**src/sv/amc_pkg.sv**
```systemverilog
// Package for the affine matrix composer: constants, op codes, queue entry type
// and the CORDIC arctangent table. No dependencies.
`default_nettype none
package amc_pkg;
    localparam int FRAC_BITS_DEF    = 16;
    localparam int CORDIC_STEPS_DEF = 16;
    localparam int ATAN_LEN         = 24;
    localparam int ANG_FRAC         = 30;

    localparam logic [1:0] OP_TRANSLATE = 2'd0;
    localparam logic [1:0] OP_SCALE     = 2'd1;
    localparam logic [1:0] OP_ROTATE    = 2'd2;
    localparam logic [1:0] OP_NONE      = 2'd3;

    localparam logic signed [39:0] CORDIC_GAIN_Q30 = 40'sd652032874;

    typedef struct packed {
        logic [1:0]         func;
        logic signed [31:0] arg_a;
        logic signed [31:0] arg_b;
    } amc_req_t;

    function automatic logic signed [39:0] atan_deg(input logic [4:0] idx);
        logic signed [39:0] v;
        unique case (idx)
            5'd0:  v = 40'sd48318382080;
            5'd1:  v = 40'sd28524006506;
            5'd2:  v = 40'sd15071301663;
            5'd3:  v = 40'sd7650428050;
            5'd4:  v = 40'sd3840059795;
            5'd5:  v = 40'sd1921901881;
            5'd6:  v = 40'sd961185452;
            5'd7:  v = 40'sd480622056;
            5'd8:  v = 40'sd240314695;
            5'd9:  v = 40'sd120157806;
            5'd10: v = 40'sd60078960;
            5'd11: v = 40'sd30039487;
            5'd12: v = 40'sd15019745;
            5'd13: v = 40'sd7509872;
            5'd14: v = 40'sd3754936;
            5'd15: v = 40'sd1877468;
            5'd16: v = 40'sd938734;
            5'd17: v = 40'sd469367;
            5'd18: v = 40'sd234684;
            5'd19: v = 40'sd117342;
            5'd20: v = 40'sd58671;
            5'd21: v = 40'sd29335;
            5'd22: v = 40'sd14668;
            5'd23: v = 40'sd7334;
            default: v = 40'sd0;
        endcase
        return v;
    endfunction
endpackage
`default_nettype wire

```
**src/sv/amc_front.sv**
```systemverilog
// Front end: takes input requests and holds them in a two-entry queue.
// Depends on amc_pkg.
`default_nettype none
module amc_front import amc_pkg::*; (
    input  wire logic     aclk,
    input  wire logic     aresetn,
    input  wire logic     in_valid,
    output logic          in_ready,
    input  wire amc_req_t in_req,
    output logic          q_valid,
    input  wire logic     q_ready,
    output amc_req_t      q_req
);
    amc_req_t   ent_reg [2];
    logic       rd_ptr_reg, wr_ptr_reg;
    logic [1:0] cnt_reg;
    logic       push, pop;

    assign in_ready = (cnt_reg != 2'd2);
    assign q_valid  = (cnt_reg != 2'd0);
    assign q_req    = ent_reg[rd_ptr_reg];
    assign push     = in_valid && in_ready;
    assign pop      = q_valid && q_ready;

    always_ff @(posedge aclk) begin
        if (push) begin
            // hold the request until the back end takes it
            ent_reg[wr_ptr_reg] <= in_req;
        end
        if (!aresetn) begin
            rd_ptr_reg <= 1'b0;
            wr_ptr_reg <= 1'b0;
            cnt_reg    <= 2'd0;
        end else begin
            if (push) wr_ptr_reg <= ~wr_ptr_reg;
            if (pop)  rd_ptr_reg <= ~rd_ptr_reg;
            cnt_reg <= cnt_reg + {1'b0, push} - {1'b0, pop};
        end
    end
endmodule
`default_nettype wire

```
**config.mk**
```make
export PLATFORM = sky130hd
export DESIGN_NAME = amc_front
export DESIGN_NICKNAME = d
export VERILOG_FILES = /design/src/sv/amc_pkg.sv /design/src/sv/amc_front.sv
export SDC_FILE = /design/constraint.sdc
export NUM_CORES = 1
export LEC_CHECK = 0
export BUFFER_PORTS_ARGS = -buffer_cell sky130_fd_sc_hd__clkbuf_2
export CAP_MARGIN = 20
export CORE_MARGIN = 5
export CORE_UTILIZATION = 45
export DETAILED_ROUTE_END_ITERATION = 8
export PLACE_DENSITY = 0.68
export SLEW_MARGIN = 20
export SYNTH_ARGS = -nofsm -noshare
export SYNTH_HDL_FRONTEND = slang
export SYNTH_SLANG_ARGS = --single-unit
```
**constraint.sdc**
```tcl
create_clock -name aclk -period 4.7 [get_ports aclk]
set_clock_uncertainty 0.1 [all_clocks]
set_input_delay 0.235 -clock aclk [delete_from_list [all_inputs] [get_ports aclk]]
set_output_delay 0.235 -clock aclk [all_outputs]
set_load 0.1 [all_outputs]
```
* Word level (Yosys, flattened, before mapping)
Memory sizes are Yosys's and may differ from the RTL's. A register that Yosys moved wholly into a read port is not among the register bits.
Index checks and enable logic that the tools add are counted.
** Storage, ports and cells
- Bits in registers :: 4
- Memory bits (writable) :: 132
- Bits of input ports :: 70
- Word-level logic and storage cells :: 16
- Memories kept :: 1
** Operators by class
- Add/sub/neg operators :: 2
- Eq/ne operators :: 1
- Multiplexer cells :: 4
- Bitwise gates (word level) :: 2
- Reduce and logical (&&, ||, !) cells :: 3
** Memories
- ent_reg :: depth 2, width 66, read ports 1, clocked after memory_dff 1, wr ports 1, line amc_front.sv:14 : amc_req_t ent_reg [2];
** Operators with widths (number)
- 2-to-1 mux 1 bit :: 4
- adder 2 x 1 -> 2 bit :: 1
- logical AND 1 bit :: 2
- inequality test 2 bit (second input constant) :: 1
- inverter 1 bit :: 2
- nonzero test 2 bit :: 1
- subtractor 2 x 1 -> 2 bit :: 1

* Longest topological paths before layout
Gate-level depths: netlist of run 1.
- Depth after elaboration :: 4
- Depth in mapped cells :: 8
- Mapped depth without buffers :: 8

* Worst setup path before layout of run 1
No wires, ideal clock.
- Path type :: reg-to-reg
- Start point :: register cnt_reg[0]
- End point :: memory ent_reg[0][0] (netlist name) (enable)
- Library setup time :: 491 ps
- Arrival :: 4208 ps
- Required time :: 4109 ps
- Path slack :: -99 ps
- Cell stages (with the launch flop) :: 4
- Path through :: dfxtp_1 nand2b_1 nand2_1 nor2_1
** On the way
- Longest elaborated chain between the ends :: 4
** Ends and longest elaborated chain
- start: declaration :: line amc_front.sv:16 : logic [1:0] cnt_reg;
- start signal: assignment :: line amc_front.sv:37 : cnt_reg <= cnt_reg + {1'b0, push} - {1'b0, pop};
- inequality test 2 bit :: line amc_front.sv:19 : assign in_ready = (cnt_reg != 2'd2);
- net in_ready :: line amc_front.sv:8 : output logic in_ready,
- logical AND 1 bit :: line amc_front.sv:22 : assign push = in_valid && in_ready;
- 2-to-1 mux 1 bit :: line amc_front.sv:26 : if (push) begin
- 2-to-1 mux 1 bit (not written as such) :: line amc_front.sv:28 : ent_reg[wr_ptr_reg] <= in_req;
- end: declaration :: line amc_front.sv:14
The timed path passes the listed nets, and every way through them passes these cells.

==> results of run 1 <==
[synthesized netlist by cell type]
cell	number	area share
buf_2	2	0.0019
buf_6	5	0.011
nand2_1	2	0.0015
mux2_2	26	0.057
mux2i_1	1	0.0019
ha_1	2	0.0049
o21a_1	1	0.0015
dfxtp_1	5	0.019
mux2_4	40	0.12
inv_1	1	0.00073
nor2_1	1	0.00073
edfxtp_1	132	0.77
or2_2	1	0.0012
and2_1	2	0.0024
nor2b_1	2	0.0024
and3_1	1	0.0012
nand2b_1	2	0.0024
xnor2_1	3	0.0051
[area by class of cell]
type	count	share of cell area
Sequential cell	137	0.562
Timing Repair Buffer	205	0.190
Multi-Input combinational cell	84	0.143
Clock buffer	21	0.0609
Tap cell	143	0.0247
Clock inverter	11	0.0178
Inverter	1	0.000519
Antenna cell	1	0.000346
[worst min path at each step]
| stage | slack (ns) | depth (start not counted) | to |
|---|---|---|---|
| after CTS | 0.005 | 2 | cnt_reg[0] |
| after global routing | 0.01 | 2 | cnt_reg[0] |
| after detailed placement | 0.33 | 1 | ent_reg[0][26] |
| final | 0.03 | 2 | cnt_reg[0] |
| after floorplan | 0.23 | 0 | ent_reg[0][0] |
| after global placement | 0.32 | 1 | ent_reg[0][2] |
[per-layer routing]
metal,wire length (um),vias up,global-route usage
met5,0,-,0
met4,68,0,0.0459
met3,764,7,0.0540
met2,4520,98,0.235
met1,4110,1351,0.177
li1,-,1345,-
[cells by family (layout without fill, tap and decap cells)]
kind of cell | after synthesis | after routing | share of synthesized area
other cells | 0 | 1 | 0
compound gates | 1 | 1 | 0.00146
buf+inv | 8 | 238 | 0.0136
flops | 137 | 137 | 0.788
xor+xnor | 3 | 3 | 0.00510
mux | 67 | 67 | 0.175
simple gates | 11 | 11 | 0.0119
fa+ha+maj | 2 | 2 | 0.00485
[what timing repair did]
action | 4_1_cts | 5_1_grt
endpoints found under the setup margin | 0 | 0
endpoints found under the hold margin | 132 | 0
hold buffers | 66 | 0
[power by group through the flow]
stage	Sequential [uW]	Combinational (uW)	Clock (uW)
after global placement	1690	1990	0
after floorplan	1600	1840	0
after CTS	1680	2040	1300
after global routing	1640	2150	1360
final	1620	2080	1270
after detailed placement	1700	2000	0
[cell usage in the layout (no fill, tap or decap)]
| master | n |
|---|---|
| clkinv_2 | 4 |
| clkbuf_16 | 17 |
| nor2b_1 | 2 |
| and2_1 | 2 |
| clkinv_1 | 3 |
| mux2i_1 | 1 |
| clkbuf_1 | 4 |
| buf_12 | 1 |
| edfxtp_1 | 132 |
| clkbuf_2 | 137 |
| o21a_1 | 1 |
| diode_2 | 1 |
| inv_1 | 1 |
| ha_1 | 2 |
| dfxtp_4 | 1 |
| and3_4 | 1 |
| dfxtp_1 | 4 |
| mux2_2 | 26 |
| nand2b_1 | 2 |
| bufinv_16 | 3 |
| clkinvlp_4 | 1 |
| xnor2_1 | 3 |
| dlygate4sd3_1 | 66 |
| mux2_4 | 40 |
| or2_2 | 1 |
| nand2_1 | 2 |
| nor2_4 | 1 |
| buf_4 | 1 |
[per-stage QoR]
| stage | util | instances | hold slack [ns] | power, uW |
|---|---|---|---|---|
| 5_1_grt | 0.639 | 603 | 0.0149 | 5150 |
| 4_1_cts | 0.637 | 601 | 0.00526 | 5020 |
| 2_1_floorplan | - | 229 | 0.234 | 3440 |
| 3_5_place_dp | 0.528 | 503 | 0.328 | 3700 |
| 3_3_place_gp | 0.528 | 503 | 0.324 | 3680 |
| 6_report | 0.639 | 603 | 0.0272 | 4970 |
[worst max-delay path: stages (launching register included)]
cell      delay (ns)
dfxtp_4         0.69
buf_12          0.31
mux2_2          0.37
clkbuf_2        0.37
==> flow_metrics.py, run 1 <==
metrics = {
    "outcome": {
        "status": "completed",
    },
    "synthesis": {
        "synth_fp_nets": 301,
        "seq_area_frac_synth": 0.788,
        "synth.cell_area_um2": 5160,
        "yosysWarnings": 0,
        "ys_types": 18,
        "syn_area_per_cell_um2": 22.5,
        "synthCells": 229,
        "ys_ff_latch": 137,
    },
    "setup_path": {
        "crit_type": "reg -> out",
        "critPathArrivalTime_ns": 2.18,
        "critPathMaxFanout": 36,
        "crit-reg2reg-launch": "cnt_reg[0]",
        "crit_end": "q_req[1]",
        "endpoint_kind": "output pin",
        "cp.required_ns": 4.37,
        "r2r_slack_ns": 2.35,
        "worstReg2RegEnd": "ent_reg[0][5]",
        "start_kind": "flip-flop",
        "r2r_cells": 4,
    },
    "cells_and_area": {
        "multi_input_area_um2": 1040,
        "largest_reg_flops": 132,
        "seq_area_um2": 4070,
        "syn_to_final_growth_pct": 40.2,
        "fin_area_um2": 7230,
        "nets": 518,
        "fill_cells": 801,
        "drive_gt1_frac": 0.510,
    },
    "placement": {
        "placed_area_um2": 5980,
        "dp_slack_ns": 2.29,
        "dp_hpwl_mm": 5.75,
        "gp_congestion": 0.679,
        "port_buffers": 137,
    },
    "sta": {
        "tightestPinTransition_ns": 0.939,
        "max-slew-margin-rel": 0.374,
        "slew_viol_final": 0,
        "fin_crit_sh": 0.536,
        "finalSetupViolations": 0,
        "rsz0062_at_grt": "no",
        "min_period_ns": 2.52,
        "timing.fmax_ghz": 0.397,
        "hold_viol": 0,
        "finalSetupTns_ns": 0,
        "worst_slack_ns": 2.18,
    },
    "floorplanning": {
        "initial_core_util": 0.456,
        "core_um2": 11300,
        "die_w_um": 117,
        "ios": 138,
        "row_count": 39,
        "fp.dieH_um": 117,
        "die-area_um2": 13700,
    },
    "power_and_ir_drop": {
        "clockPowerShare": 0.256,
        "internal-power_uw": 2820,
        "combPwrFrac": 0.418,
        "p_per_area_nw_per_um2": 687,
        "seq_power_share": 0.327,
        "leakage_uw": 0.00286,
        "power_switching_uw": 2160,
        "vdd_drop_max_v": 0.000373,
        "swShare": 0.434,
    },
    "drt": {
        "via_count": 2801,
        "drt_wl_total_mm": 9.46,
        "wl_per_cell_um": 15.7,
        "drc": 0,
        "drtIter0Drc": 99,
        "postRouteAntennaNets": 0,
        "vias_per_cell": 4.65,
        "dr.pass1.iters": 4,
    },
    "cts": {
        "cts_sinks": 137,
        "numCtsBuffers": 17,
        "cts_setup_buffers": 0,
        "cts_resized": 0,
        "cts_tree": "built",
        "cts-root-buf": "clkbuf_16",
        "cts_max_level": 4,
        "cts.path.max_buffers": 2,
        "worstSkewPairLatency_ns": 0.40,
        "path_clk_slew_ns": 0.05,
    },
    "min_path": {
        "hp-class": "in -> reg",
        "min_from": "aresetn",
    },
    "run": {
        "max_cap_viol_count": 0,
    },
    "grt": {
        "grt_usage": 0.143,
        "grt-ovfl-total": 0,
        "antenna_found_initial": 1,
        "grt_pass1_vias": 2995,
        "grt_pass1_wl_mm": 14.6,
        "grt_start_max_net_pins": 67,
    },
}
Note: power is estimated with default switching activity, not from simulation.
==> inputs of run 2 (changes only) <==
clock period = 2.6 ns   (was 4.7 ns; I/O delays follow)
==> run 2 against run 1 <==
Net effect:
- combinational power grew 84%
- cell count is 0.50% higher
- die area stayed put
- sequential cell count unchanged
- sequential power is 80% higher
- register-to-register slack worse by 1.5 ns
- via count grew 1.5%
- largest cell class unchanged
- highest routed layer is now met5
==> flow_metrics.py, run 2 (same netlist as run 1, synthesis figures left out) <==
metrics = {
    "sta": {
        "min_period_ns": 2.30,
        "rsz0062_at_grt": "no",
        "slew_viol_final": 0,
        "finalSetupViolations": 0,
        "fin_crit_sh": 0.884,
        "max-slew-margin-rel": 0.620,
        "hold-worst-slack_ns": 0.0823,
        "hold_viol": 0,
        "timing.fmax_ghz": 0.435,
        "tightestPinTransition_ns": 0.572,
        "finalSetupTns_ns": 0,
    },
    "cts": {
        "cts_tree": "built",
        "cts_resized": 0,
        "cts_sinks": 137,
        "cts_max_level": 4,
        "path_clk_slew_ns": 0.06,
        "worstSkewPairLatency_ns": 0.40,
        "numCtsBuffers": 17,
        "cts-root-buf": "clkbuf_16",
        "cts.path.max_buffers": 2,
    },
    "setup_path": {
        "endpoint_kind": "output pin",
        "path_cells": "buf_4 -> mux2_4 -> clkbuf_2",
        "cp.required_ns": 2.37,
        "critPathArrivalTime_ns": 2.07,
        "critPathMaxFanout": 25,
        "crit-reg2reg-launch": "cnt_reg[0]",
        "crit_type": "reg -> out",
        "start_kind": "flip-flop",
        "cpMaxStageDelayCell": "dfxtp_4",
        "cpPeakStageDelay_ns": 0.59,
    },
    "grt": {
        "grt_start_max_net_pins": 52,
        "grt_pass1_vias": 3146,
        "antenna_found_initial": 1,
        "grt-ovfl-total": 0,
        "grt_usage": 0.147,
        "grt_pass1_wl_mm": 15.2,
    },
    "placement": {
        "placedCellCount": 507,
        "gp_congestion": 0.685,
        "port_buffers": 137,
        "dp_hpwl_mm": 6.11,
    },
    "floorplanning": {
        "ios": 138,
        "row_count": 39,
        "initial_core_util": 0.456,
        "die_w_um": 117,
        "core_um2": 11300,
        "fp.dieH_um": 117,
        "die-area_um2": 13700,
    },
    "drt": {
        "drtIter0Drc": 112,
        "drc": 0,
        "wl_per_cell_um": 16.0,
        "drt_wl_total_mm": 9.72,
        "vias_per_cell": 4.69,
        "postRouteAntennaNets": 0,
        "via_count": 2843,
        "dr.pass1.iters": 4,
    },
    "cells_and_area": {
        "final_common_cell": "clkbuf_2",
        "fill_cells": 800,
        "largest_reg_flops": 132,
        "drive_gt1_frac": 0.523,
        "final_util": 0.655,
        "fin_cells": 606,
        "nets": 523,
        "antenna_cells": 0,
        "layout_common_cells": "clkbuf_2 (137), edfxtp_1 (132), dlygate4sd3_1 (68)",
        "syn_to_final_growth_pct": 43.7,
    },
    "power_and_ir_drop": {
        "combPwrFrac": 0.404,
        "leakage_uw": 0.00295,
        "internal-power_uw": 5520,
        "swShare": 0.417,
        "seq_power_share": 0.307,
        "p_per_area_nw_per_um2": 1280,
        "clockPowerShare": 0.289,
        "power_switching_uw": 3950,
        "vdd_drop_max_v": 0.000858,
    },
    "outcome": {
        "status": "completed",
    },
    "run": {
        "max_cap_viol_count": 0,
    },
    "min_path": {
        "hp-class": "in -> reg",
        "min_from": "q_ready",
    },
}
[run 2: cell types whose count changed in the layout (fill, tap and decap cells not counted), sizes merged]
cell         previous run  this run
buf                     2         5
bufinv                  3         7
clkbuf                158       155
clkinv                  7         6
clkinvlp                1         0
diode                   1         0
dlygate4sd3            66        68
[run 2: path summary, 6_finish.rpt]
check	cells after the start	slack (ns)	to
hold reg to reg	2	0.43	wr_ptr_reg
setup reg to reg	3	0.81	ent_reg[1][22]
setup / recovery	3	0.30	q_req[59]
hold / removal	4	0.08	flip-flop
[run 2: repair_timing]
| action | in CTS | in global routing |
|---|---|---|
| hold buffers | 68 | 0 |
| setup buffers | 0 | 0 |
| endpoints found under the hold margin | 137 | 0 |
[run 2: power by group through the flow]
stage / combinational (uW) / clock, uW / sequential (uW)
global route: 3960 / 2900 / 2940
global placement: 3750 / 0 / 2950
CTS: 3860 / 2790 / 2920
floorplan: 3330 / 0 / 2890
finish: 3820 / 2730 / 2910
detailed placement: 3770 / 0 / 2960
[run 2: layer usage]
| metal | routed length (um) | part of all wire | vias to the layer above | GRT usage |
|---|---|---|---|---|
| met3 | 706 | 0.073 | 11 | 0.0509 |
| met1 | 4030 | 0.41 | 1389 | 0.174 |
| met2 | 4890 | 0.50 | 92 | 0.253 |
| met4 | 92 | 0.0095 | 2 | 0.0482 |
| met5 | 7 | 0.00072 | - | 0 |
| li1 | - | - | 1349 | - |
[run 2: metrics by stage]
step | power (uW) | area [um2] | worst slack (ns)
3_5_place_dp | 6740 | 6050 | 0.691
2_1_floorplan | 6220 | 5170 | 0.196
5_1_grt | 9800 | 7410 | 0.212
3_3_place_gp | 6700 | 6050 | 0.719
6_report | 9470 | 7410 | 0.301
4_1_cts | 9570 | 7410 | 0.251
[run 2: layout make-up]
type	instances	area, um2	area share
flip-flops and latches	137	4070	0.549
repair buffers	210	1440	0.194
multi-input cells	84	1040	0.140
clock buffers	18	429	0.0579
clock inverters	13	250	0.0338
well taps	143	179	0.0241
inverters	1	3.75	0.000506
[run 2: worst max-delay path: cells and delay by family (launching register included)]
family / cells / cell delay, ns
buf+inv: 2 / 0.73
mux: 1 / 0.33
flops: 1 / 0.59
==> inputs of run 3 (changes only) <==
CORE_UTILIZATION = 52   (was 45)
CTS_CLUSTER_DIAMETER = 40   (was not set)
PLACE_DENSITY = 0.77   (was 0.68)
==> run 3 against run 2 <==
Net effect:
- first-iteration DRC count is 11% lower
- highest routed layer is now met4
- die area is 12% lower
- cell count down 1.8%
- cell area down 0.74%
- clock power down 6%
- critical endpoint is now q_req[14]
- sequential cell count unchanged
- combinational power up 1%
==> flow_metrics.py, run 3 (same netlist as run 1, synthesis figures left out) <==
metrics = {
    "drt": {
        "via_count": 2855,
        "drt_wl_total_mm": 9.91,
        "drc": 0,
        "vias_per_cell": 4.80,
        "drtIter0Drc": 100,
        "wl_per_cell_um": 16.7,
        "postRouteAntennaNets": 0,
        "dr.pass1.iters": 4,
    },
    "grt": {
        "grt_start_max_net_pins": 57,
        "grt_usage": 0.170,
        "grt_pass1_vias": 3137,
        "grt_pass1_wl_mm": 15.0,
        "antenna_found_initial": 0,
        "grt-ovfl-total": 0,
    },
    "sta": {
        "fin_crit_sh": 0.874,
        "slew_viol_final": 0,
        "finalSetupViolations": 0,
        "finalSetupTns_ns": 0,
        "worst_slack_ns": 0.328,
        "min_period_ns": 2.27,
        "timing.fmax_ghz": 0.440,
        "tightestPinTransition_ns": 0.570,
        "hold-worst-slack_ns": 0.256,
        "rsz0062_at_grt": "no",
        "max-slew-margin-rel": 0.621,
        "hold_viol": 0,
    },
    "power_and_ir_drop": {
        "vdd_drop_max_v": 0.000874,
        "leakage_uw": 0.00293,
        "p_per_area_nw_per_um2": 1260,
    },
    "placement": {
        "placedCellCount": 497,
        "dp_hpwl_mm": 6.05,
        "port_buffers": 137,
        "gp_congestion": 0.685,
        "dp_slack_ns": 0.811,
    },
    "min_path": {
        "hp-class": "in -> reg",
        "min_from": "in_req[17]",
    },
    "floorplanning": {
        "die_w_um": 110,
        "row_count": 36,
        "fp.dieH_um": 110,
        "ios": 138,
        "core_um2": 9730,
        "die-area_um2": 12000,
        "initial_core_util": 0.530,
    },
    "cells_and_area": {
        "final_common_cell": "clkbuf_2",
        "nets": 524,
        "fin_cells": 595,
        "fill_cells": 557,
        "drive_gt1_frac": 0.524,
        "largest_reg_flops": 132,
        "syn_to_final_growth_pct": 42.6,
        "antenna_cells": 0,
        "layout_common_cells": "clkbuf_2 (137), edfxtp_1 (132), dlygate4sd3_1 (69)",
    },
    "cts": {
        "worstSkewPairLatency_ns": 0.50,
        "cts_setup_buffers": 0,
        "cts_max_level": 4,
        "cts-root-buf": "clkbuf_8",
        "path_clk_slew_ns": 0.06,
        "cts_resized": 0,
        "numCtsBuffers": 17,
        "postCtsHoldBufs": 69,
        "cts.path.max_buffers": 2,
        "cts_tree": "built",
        "cts_sinks": 137,
    },
    "setup_path": {
        "critPathMaxFanout": 28,
        "endpoint_kind": "output pin",
        "critPathArrivalTime_ns": 2.04,
        "cp.required_ns": 2.37,
        "crit-reg2reg-launch": "cnt_reg[0]",
        "start_kind": "flip-flop",
        "crit_type": "reg -> out",
    },
    "outcome": {
        "status": "completed",
    },
    "run": {
        "max_cap_viol_count": 0,
    },
}
-- run 3: changes by cell type in the layout (fill, tap and decap cells not counted) --
cell           change
buf_12             -1
clkinv_1           -1
dlygate4sd3_1      +1
inv_6              +1
buf_4              +1
bufinv_16          -1
clkbuf_1           -1
clkbuf_8           +1
clkbuf_16          -1
-- run 3: critical path, cell delays in order, from the launching register on --
cell,delay [ns]
dfxtp_4,0.36
buf_4,0.41
mux2_2,0.40
clkbuf_2,0.37
-- run 3: layer usage --
metal | track usage | part of all wire
met1 | 0.202 | 0.42
met2 | 0.286 | 0.51
met3 | 0.0611 | 0.063
met4 | 0.0597 | 0.0090
met5 | 0 | 0
-- run 3: power breakdown --
| group | switching (uW) | leakage [uW] | internal, uW |
|---|---|---|---|
| Sequential | 90.2 | 0.00128 | 2780 |
| Clock | 821 | 0.000314 | 1740 |
| Combinational | 3020 | 0.00134 | 846 |
-- run 3: worst paths after layout --
check / end / slack (ns) / cells after the start
setup / recovery: q_req[14] / 0.33 / 3
hold / removal: ent_reg[0][17] / 0.26 / 2
setup reg to reg: cnt_reg[1] / 0.82 / 8
hold reg to reg: wr_ptr_reg / 0.42 / 2
-- run 3: cell type report --
type	instances	area, um2	share of cell area
Clock buffer	17	414	0.0563
Clock inverter	12	225	0.0306
Inverter	1	3.75	0.000510
Multi-Input combinational cell	84	1040	0.141
Sequential cell	137	4070	0.553
Tap cell	133	166	0.0226
Timing Repair Buffer	211	1440	0.196
-- run 3: stage by stage --
step,power (uW),util,cell area [um2]
final,9300,0.756,7360
after CTS,9370,0.756,7360
after global placement,6680,0.619,6030
after global routing,9610,0.756,7360
after floorplan,6220,-,5170
after detailed placement,6730,0.619,6030
